==> config.mk <==
export PLATFORM = sky130hd
export DESIGN_NAME = standby_entry_coordinator
export DESIGN_NICKNAME = d
export VERILOG_FILES = /design/src/design/sec_pkg.sv /design/src/design/sec_cfg_regs.sv /design/src/design/sec_core.sv /design/src/design/standby_entry_coordinator.sv
export SDC_FILE = /design/constraint.sdc
export NUM_CORES = 1
export LEC_CHECK = 0
export ABC_AREA = 1
export BUFFER_PORTS_ARGS = -buffer_cell sky130_fd_sc_hd__buf_2
export CAP_MARGIN = 10
export CORE_MARGIN = 2
export CORE_UTILIZATION = 29
export DETAILED_ROUTE_END_ITERATION = 7
export GPL_ROUTABILITY_DRIVEN = 0
export PLACE_DENSITY_LB_ADDON = 0.05
export RECOVER_POWER = 50
export SETUP_SLACK_MARGIN = 0.1
export SLEW_MARGIN = 10
export SYNTH_ARGS = -nofsm -noshare
export SYNTH_HDL_FRONTEND = slang
export SYNTH_HIERARCHICAL = 1
export SYNTH_SLANG_ARGS = --single-unit
==> constraint.sdc <==
create_clock -name i_clk -period 2.3 [get_ports i_clk]
set_input_delay 0.23 -clock i_clk [delete_from_list [all_inputs] [get_ports i_clk]]
set_output_delay 0.23 -clock i_clk [all_outputs]
set_load 0.02 [all_outputs]
==> src/design/sec_pkg.sv <==
`default_nettype none

package sec_pkg;

    localparam int NUM_SOURCES_DEF = 4;
    localparam int SRC_W           = 3;
    localparam int MS_W            = 16;
    localparam int CFG_IDX_W       = 2;

    localparam logic [MS_W-1:0] SLEEP_DELAY_RST = 16'd5000;
    localparam logic [MS_W-1:0] ACTIVE_THR_RST  = 16'd300;

    // configuration register indexes
    localparam logic [CFG_IDX_W-1:0] REG_DEEP_SLEEP_EN = 2'd0;
    localparam logic [CFG_IDX_W-1:0] REG_SLEEP_DELAY   = 2'd1;
    localparam logic [CFG_IDX_W-1:0] REG_ACTIVE_THR    = 2'd2;

    typedef enum logic [1:0] {
        CMD_SET_VOTE = 2'd0,
        CMD_WAKEUP   = 2'd1,
        CMD_TICK     = 2'd2,
        CMD_CHECK    = 2'd3
    } t_cmd;

    typedef enum logic [1:0] {
        VOTE_UNKNOWN  = 2'd0,
        VOTE_SUPPRESS = 2'd1,
        VOTE_ALLOW    = 2'd2
    } t_vote;

    typedef struct packed {
        logic            deep_sleep_en;
        logic [MS_W-1:0] sleep_delay_ms;
        logic [MS_W-1:0] active_thr_ms;
    } t_cfg;

    typedef struct packed {
        t_cmd             command;
        logic [SRC_W-1:0] source_index;
        logic             suppress_flag;
        logic             tick_from_standby;
        logic [MS_W-1:0]  tick_interval_ms;
        logic             battery_critical;
        logic             battery_measuring;
    } t_item;

    typedef struct packed {
        logic enter_sleep;
        logic watchdog_update;
        logic watchdog_standby;
    } t_result;

endpackage

`default_nettype wire

==> src/design/sec_cfg_regs.sv <==
`default_nettype none

module sec_cfg_regs
    import sec_pkg::*;
(
    input  wire logic                 i_clk,
    input  wire logic                 i_rst_n,
    input  wire logic                 i_cfg_valid,
    input  wire logic [CFG_IDX_W-1:0] i_cfg_index,
    input  wire logic [MS_W-1:0]      i_cfg_data,
    output t_cfg                      o_cfg
);

    t_cfg r_cfg;

    always_ff @(posedge i_clk) begin
        if (!i_rst_n) begin
            r_cfg.deep_sleep_en  <= 1'b1;
            r_cfg.sleep_delay_ms <= SLEEP_DELAY_RST;
            r_cfg.active_thr_ms  <= ACTIVE_THR_RST;
        end else if (i_cfg_valid) begin
            priority if (i_cfg_index == REG_DEEP_SLEEP_EN) begin
                r_cfg.deep_sleep_en <= i_cfg_data[0];
            end else if (i_cfg_index == REG_SLEEP_DELAY) begin
                r_cfg.sleep_delay_ms <= i_cfg_data;
            end else if (i_cfg_index == REG_ACTIVE_THR) begin
                r_cfg.active_thr_ms <= i_cfg_data;
            end else begin
                // unused index, write dropped
            end
        end
    end

    assign o_cfg = r_cfg;

endmodule

`default_nettype wire

==> src/design/sec_core.sv <==
`default_nettype none

module sec_core
    import sec_pkg::*;
#(
    parameter int NUM_SOURCES = NUM_SOURCES_DEF
) (
    input  wire logic  i_clk,
    input  wire logic  i_rst_n,
    input  wire logic  i_fire,
    input  wire t_item i_item,
    input  wire t_cfg  i_cfg,
    output t_result    o_result
);

    logic [MS_W-1:0] r_active_ms, n_active_ms;
    logic [MS_W-1:0] r_delay_ms, n_delay_ms;
    t_vote           r_votes [NUM_SOURCES];
    t_vote           n_votes [NUM_SOURCES];
    logic            r_prev_possible, n_prev_possible;

    logic            all_allow;
    logic            none_unknown;
    logic [MS_W:0]   active_sum;
    logic [MS_W-1:0] delay_armed;
    logic            arm;

    always_comb begin
        all_allow    = 1'b1;
        none_unknown = 1'b1;
        for (int k = 0; k < NUM_SOURCES; k++) begin
            all_allow    = all_allow && (r_votes[k] == VOTE_ALLOW);
            none_unknown = none_unknown && (r_votes[k] != VOTE_UNKNOWN);
        end
    end

    assign active_sum  = {1'b0, r_active_ms} + {1'b0, i_item.tick_interval_ms};
    // arm the delay on the rising edge of standby-possible, once the active time has reached the threshold
    assign arm         = all_allow && !r_prev_possible &&
                         (r_active_ms >= i_cfg.active_thr_ms);
    assign delay_armed = arm ? i_cfg.sleep_delay_ms : r_delay_ms;

    always_comb begin
        n_active_ms     = r_active_ms;
        n_delay_ms      = r_delay_ms;
        n_prev_possible = r_prev_possible;
        for (int k = 0; k < NUM_SOURCES; k++) begin
            n_votes[k] = r_votes[k];
        end
        o_result = '0;
        if (i_fire && i_cfg.deep_sleep_en) begin
            unique case (i_item.command)
                CMD_SET_VOTE: begin
                    for (int k = 0; k < NUM_SOURCES; k++) begin
                        if (i_item.source_index == SRC_W'(k)) begin
                            n_votes[k] = i_item.suppress_flag ? VOTE_SUPPRESS : VOTE_ALLOW;
                        end
                    end
                end
                CMD_WAKEUP: begin
                    n_active_ms = '0;
                    for (int k = 0; k < NUM_SOURCES; k++) begin
                        n_votes[k] = VOTE_UNKNOWN;
                    end
                end
                CMD_TICK: begin
                    if (!i_item.tick_from_standby) begin
                        n_active_ms = active_sum[MS_W] ? '1 : active_sum[MS_W-1:0];
                    end
                    if (all_allow) begin
                        n_delay_ms = (r_delay_ms > i_item.tick_interval_ms) ?
                                     r_delay_ms - i_item.tick_interval_ms : '0;
                    end
                end
                CMD_CHECK: begin
                    n_delay_ms      = delay_armed;
                    n_prev_possible = all_allow;
                    o_result.enter_sleep = (all_allow && (delay_armed == '0)) ||
                                           (i_item.battery_critical &&
                                            !i_item.battery_measuring);
                    o_result.watchdog_update  = none_unknown;
                    o_result.watchdog_standby = none_unknown && all_allow;
                end
                default: begin
                end
            endcase
        end
    end

    always_ff @(posedge i_clk) begin
        if (!i_rst_n) begin
            r_active_ms     <= '0;
            r_delay_ms      <= '0;
            r_prev_possible <= 1'b0;
            for (int k = 0; k < NUM_SOURCES; k++) begin
                r_votes[k] <= VOTE_UNKNOWN;
            end
        end else begin
            r_active_ms     <= n_active_ms;
            r_delay_ms      <= n_delay_ms;
            r_prev_possible <= n_prev_possible;
            for (int k = 0; k < NUM_SOURCES; k++) begin
                r_votes[k] <= n_votes[k];
            end
        end
    end

endmodule

`default_nettype wire

==> src/design/standby_entry_coordinator.sv <==
// channel | dir | handshake                | payload
// in      | in  | i_in_valid / o_in_ready  | command, source_index, suppress_flag,
//         |     |                          | tick_from_standby, tick_interval_ms,
//         |     |                          | battery_critical, battery_measuring
// out     | out | o_out_valid / i_out_ready| enter_sleep, watchdog_update, watchdog_standby
// cfg     | in  | i_cfg_valid / o_cfg_ready| cfg_index, cfg_data
//
// One request per cycle sustained while results are taken; a request sits in the
// input register, is evaluated against the vote/timer state and lands in the result
// register while the state updates. Synchronous active-low reset clears the valid
// flags and the vote/timer state and loads the register defaults.
// A stalled result holds the result register; the input register still takes a new
// request whenever the held one can move on in the same cycle.
`default_nettype none

module standby_entry_coordinator
    import sec_pkg::*;
#(
    parameter int NUM_SOURCES = NUM_SOURCES_DEF
) (
    input  wire logic                 i_clk,
    input  wire logic                 i_rst_n,
    input  wire logic                 i_in_valid,
    output logic                      o_in_ready,
    input  wire logic [1:0]           i_command,
    input  wire logic [SRC_W-1:0]     i_source_index,
    input  wire logic                 i_suppress_flag,
    input  wire logic                 i_tick_from_standby,
    input  wire logic [MS_W-1:0]      i_tick_interval_ms,
    input  wire logic                 i_battery_critical,
    input  wire logic                 i_battery_measuring,
    output logic                      o_out_valid,
    input  wire logic                 i_out_ready,
    output logic                      o_enter_sleep,
    output logic                      o_watchdog_update,
    output logic                      o_watchdog_standby,
    input  wire logic                 i_cfg_valid,
    output logic                      o_cfg_ready,
    input  wire logic [CFG_IDX_W-1:0] i_cfg_index,
    input  wire logic [MS_W-1:0]      i_cfg_data
);

    logic    r_in_valid;
    t_item   r_item;
    logic    r_out_valid;
    t_result r_result;
    t_result core_result;
    t_cfg    cfg;
    logic    fire;

    assign fire        = r_in_valid && (!r_out_valid || i_out_ready);
    assign o_in_ready  = !r_in_valid || fire;
    assign o_cfg_ready = 1'b1;

    always_ff @(posedge i_clk) begin
        if (!i_rst_n) begin
            r_in_valid <= 1'b0;
        end else if (o_in_ready) begin
            r_in_valid <= i_in_valid;
        end
    end

    always_ff @(posedge i_clk) begin
        if (i_in_valid && o_in_ready) begin
            r_item.command           <= t_cmd'(i_command);
            r_item.source_index      <= i_source_index;
            r_item.suppress_flag     <= i_suppress_flag;
            r_item.tick_from_standby <= i_tick_from_standby;
            r_item.tick_interval_ms  <= i_tick_interval_ms;
            r_item.battery_critical  <= i_battery_critical;
            r_item.battery_measuring <= i_battery_measuring;
        end
    end

    sec_cfg_regs u_cfg (
        .i_clk       (i_clk),
        .i_rst_n     (i_rst_n),
        .i_cfg_valid (i_cfg_valid),
        .i_cfg_index (i_cfg_index),
        .i_cfg_data  (i_cfg_data),
        .o_cfg       (cfg)
    );

    sec_core #(
        .NUM_SOURCES (NUM_SOURCES)
    ) u_core (
        .i_clk    (i_clk),
        .i_rst_n  (i_rst_n),
        .i_fire   (fire),
        .i_item   (r_item),
        .i_cfg    (cfg),
        .o_result (core_result)
    );

    always_ff @(posedge i_clk) begin
        if (!i_rst_n) begin
            r_out_valid <= 1'b0;
        end else if (fire) begin
            r_out_valid <= 1'b1;
        end else if (i_out_ready) begin
            r_out_valid <= 1'b0;
        end
    end

    always_ff @(posedge i_clk) begin
        if (fire) begin
            r_result <= core_result;
        end
    end

    assign o_out_valid        = r_out_valid;
    assign o_enter_sleep      = r_result.enter_sleep;
    assign o_watchdog_update  = r_result.watchdog_update;
    assign o_watchdog_standby = r_result.watchdog_standby;

    a_standby_needs_update: assert property (@(posedge i_clk) disable iff (!i_rst_n)
        o_out_valid && o_watchdog_standby |-> o_watchdog_update)
        else $error("watchdog_standby without watchdog_update");

    a_disabled_zero: assert property (@(posedge i_clk) disable iff (!i_rst_n)
        fire && !cfg.deep_sleep_en |=>
            !o_enter_sleep && !o_watchdog_update && !o_watchdog_standby)
        else $error("nonzero result while deep sleep disabled");

    a_non_check_zero: assert property (@(posedge i_clk) disable iff (!i_rst_n)
        fire && (r_item.command != CMD_CHECK) |=>
            !o_enter_sleep && !o_watchdog_update && !o_watchdog_standby)
        else $error("nonzero result for non-check request");

    a_empty_takes_input: assert property (@(posedge i_clk) disable iff (!i_rst_n)
        !r_out_valid |-> o_in_ready)
        else $error("input blocked with empty result register");

endmodule

`default_nettype wire
==> reports/results.txt <==
Area of the multi-input gates - 3890 sq um
Detail Placement HPWL - 14.6 mm
Worst-skew pair later-pin latency - 0.36 ns
Die Width - 153 um
Unrepaired setup endpoints after global routing - yes
Clk root buf - clkbuf_16
GRT Overall Usage - 16.6%
Final Max Tran Viols - 33
Setup crit start kind - register
Synthesized Nets - 986
Crit Path Category - register to register
Ant. Diodes - 0
Arr. time, crit path - 2.52 ns
FF+latch area - 2390 sq um
Cell total after placement - 1254
Area growth syn-to-layout - 28.2%
Tmin final - 2.26 ns
Failing checks - max-capacitance violations, max-slew violations
Async set-or-reset flop fraction in the synthesized netlist - 0%
Register bit total from synthesis - 104
Post-synthesis simple-gate area fraction - 27.7%
GR Overflow Total - 0
Status - complete, but fails checks
R2R depth - 11
Pre-CTS setup slack - -0.110 ns
Multiplexer area fraction after synthesis - 0%
Maxcap violations - 1
Vias in the first global route - 5624
Number of DRC markers in iteration 0 - 184
Peak supply drop - 0.541 mV
Post-Synth XOR/XNOR Area - 2.03%
Largest family of logic cells by synthesized area - simple AND/OR/NAND/NOR gates
Fmax - 442 MHz
Commonest non-fill, non-tap cells in the layout - 220 x nand2_1, 118 x inv_1, 81 x nor2_1
Commonest register cell after synthesis - dfxtp_1
FP Rows - 54
Syn Inst Count - 888
Htree depth - 3
Total CTS buffers - 9
Worst r2r dst - u_core/r_delay_ms[12]
Post-route cell area - 8280 sq um
Post-DP Area - 7320 sq um
Slew headroom - -0.00813%
I/O Buffers - 52
Final TNS setup - 0 ns
Reg clk slew, reported paths - 0.08 ns
Share of cells above drive strength 1 - 26.9%
Synthesized area per cell - 7.27 sq um
Initial antenna violation count - 0
Slew @ Worst Pin - 1.50 ns
Unique masters post-synth - 50
WL final - 19.2 mm
Hold_ws - 0.0400 ns
Die Ht - 153 um
First-pass GRT wire length - 30.6 mm
Vias - 5783
Setup crit end - u_core/r_delay_ms[12]
IO Count - 54
Worst EP required - 2.56 ns
Synth Area in Adders - 9.92%
Initial core utilization - 29.6%
FF-to-FF setup slack - 0.04 ns
Seq/Total Area, Yosys - 36.6%
CP Launch Point - r_item[9]
Filler cells - 2362
Mapped Area - 6460 sq um
Warnings from Yosys - 6
Final period utilization - 98.4%
CTS tree - done
TritonRoute pass-1 iters - 4
Wirelength per Cell - 15.0 um
Final setup vio count - 0
Most common cell after layout, fill and taps aside - nand2_1
Layout Nets - 1098
CTS sink count - 104
Core region area - 21800 sq um
Worst-path maximum fanout - 6
CTS max path bufs - 2
Drt via density - 4.50
Fin cells - 1285
Post-synthesis compound-gate area fraction - 13.5%
Reg-to-reg startpoint - r_item[9]
Pwr Density - 531 nW/um^2
Final worst slack - 0.0373 ns
Hold Crit Class - primary input to register
Leak - 3.96 nW
Clock skew - 0.0114 ns
Post-synth EDFFs - 28
Final hold violation count - 0
CP Capture Type - register
ANT nets after route - 0
Largest net degree at the start of global routing - 34
DRC viols - 0
Die area - 23500 sq um
worst min path at each step:
stage,start,endpoint,slack (ns),depth (start not counted)
floorplan,i_battery_measuring,r_item[0],0.33,0
global placement,i_tick_interval_ms[12],r_item[14],0.41,1
detailed placement,i_tick_interval_ms[9],r_item[11],0.41,1
CTS,i_tick_from_standby,r_item[18],0.02,1
global route,i_tick_from_standby,r_item[18],0.02,1
finish,i_command[1],r_item[24],0.04,1
per-stage QoR:
stage,power [mW],util [%]
final,4.39,37.9
after detailed placement,2.69,33.6
after CTS,4.43,36.6
after global routing,4.62,37.9
after floorplan,2.45,-
after global placement,2.70,33.6
synth_stat cells, types with 2 or more instances:
library cell / count / share of area (%)
nand2_2: 10 / 0.97
buf_4: 2 / 0.23
nand4_1: 5 / 0.48
inv_2: 3 / 0.17
dfxtp_1: 76 / 24
xor2_1: 7 / 0.95
buf_2: 3 / 0.23
or2_2: 6 / 0.58
o21ai_2: 5 / 0.68
inv_1: 127 / 7.4
a21o_1: 2 / 0.23
clkbuf_1: 8 / 0.47
a21oi_1: 70 / 5.4
buf_6: 6 / 1.0
nor3_1: 6 / 0.47
xnor2_1: 8 / 1.1
o211ai_1: 13 / 1.5
ha_1: 48 / 9.3
edfxtp_1: 28 / 13
o21ai_0: 26 / 2.0
nand3_1: 57 / 4.4
a211oi_1: 3 / 0.35
fa_1: 2 / 0.62
nand2_1: 236 / 14
nand3_4: 2 / 0.54
a221oi_1: 2 / 0.27
o21bai_1: 8 / 0.93
nor2_1: 83 / 4.8
clkinv_1: 2 / 0.12
o21ai_1: 14 / 1.1
cell families after synthesis:
logic type                 Yosys count
AOI/OAI and AO/OA                  149
xor gates and xnor gates            15
adders and majority gates           50
buffers and inverters              154
DFF                                104
other                                1
and+or+nand+nor                    415
timing repair:
item	4_1_cts	5_1_grt
setup endpoints to repair	33	33
cloned	2	1
pin swaps	33	17
endpoints found under the hold margin	0	0
buffers inserted	6	7
hold buffers	0	0
gates resized for setup	77	57
final cells by class:
cell class / instances / area share (%)
flip-flops and latches: 104 / 28.9
clock inverters: 7 / 1.12
multi-input cells: 632 / 47.0
well taps: 280 / 4.23
clock buffers: 9 / 2.72
inverters: 132 / 6.06
repair buffers: 121 / 10.0
routing by layer:
| layer | share of wire, % | GRT usage (%) | vias up |
|---|---|---|---|
| li1 | - | - | 3111 |
| met4 | 1.1 | 4.06 | 0 |
| met3 | 3.0 | 2.50 | 11 |
| met2 | 44 | 25.6 | 85 |
| met5 | 0 | 0 | - |
| met1 | 52 | 24.2 | 2576 |
critical path, stage by stage, from the launching register on:
cell and delay [ns]:
edfxtp_1 0.43, inv_1 0.07, ha_1 0.36, a21oi_1 0.24, o21ai_0 0.20, a21oi_2 0.18, o21ai_0 0.13, or2_2 0.30
nand3_2 0.08, nand3_2 0.06, nand3_1 0.07, inv_1 0.04
sequential cells by signal (all words and copies together), names as in the netlist:
signal and cells:
o_enter_sleep 1, o_out_valid 1, o_watchdog_standby 1, o_watchdog_update 1, r_in_valid 1, r_item 25, u_cfg/o_cfg 33, u_core/r_active_ms 16
u_core/r_delay_ms 16, u_core/r_prev_possible 1, u_core/r_votes 8
report_power, final:
part / total [mW] / switching [mW] / internal (mW)
Sequential: 2.03 / 0.0692 / 1.96
Combinational: 0.688 / 0.407 / 0.281
Clock: 1.68 / 0.799 / 0.877
Total: 4.39 / 1.27 / 3.12
Note: power is estimated with default switching activity, not from simulation.
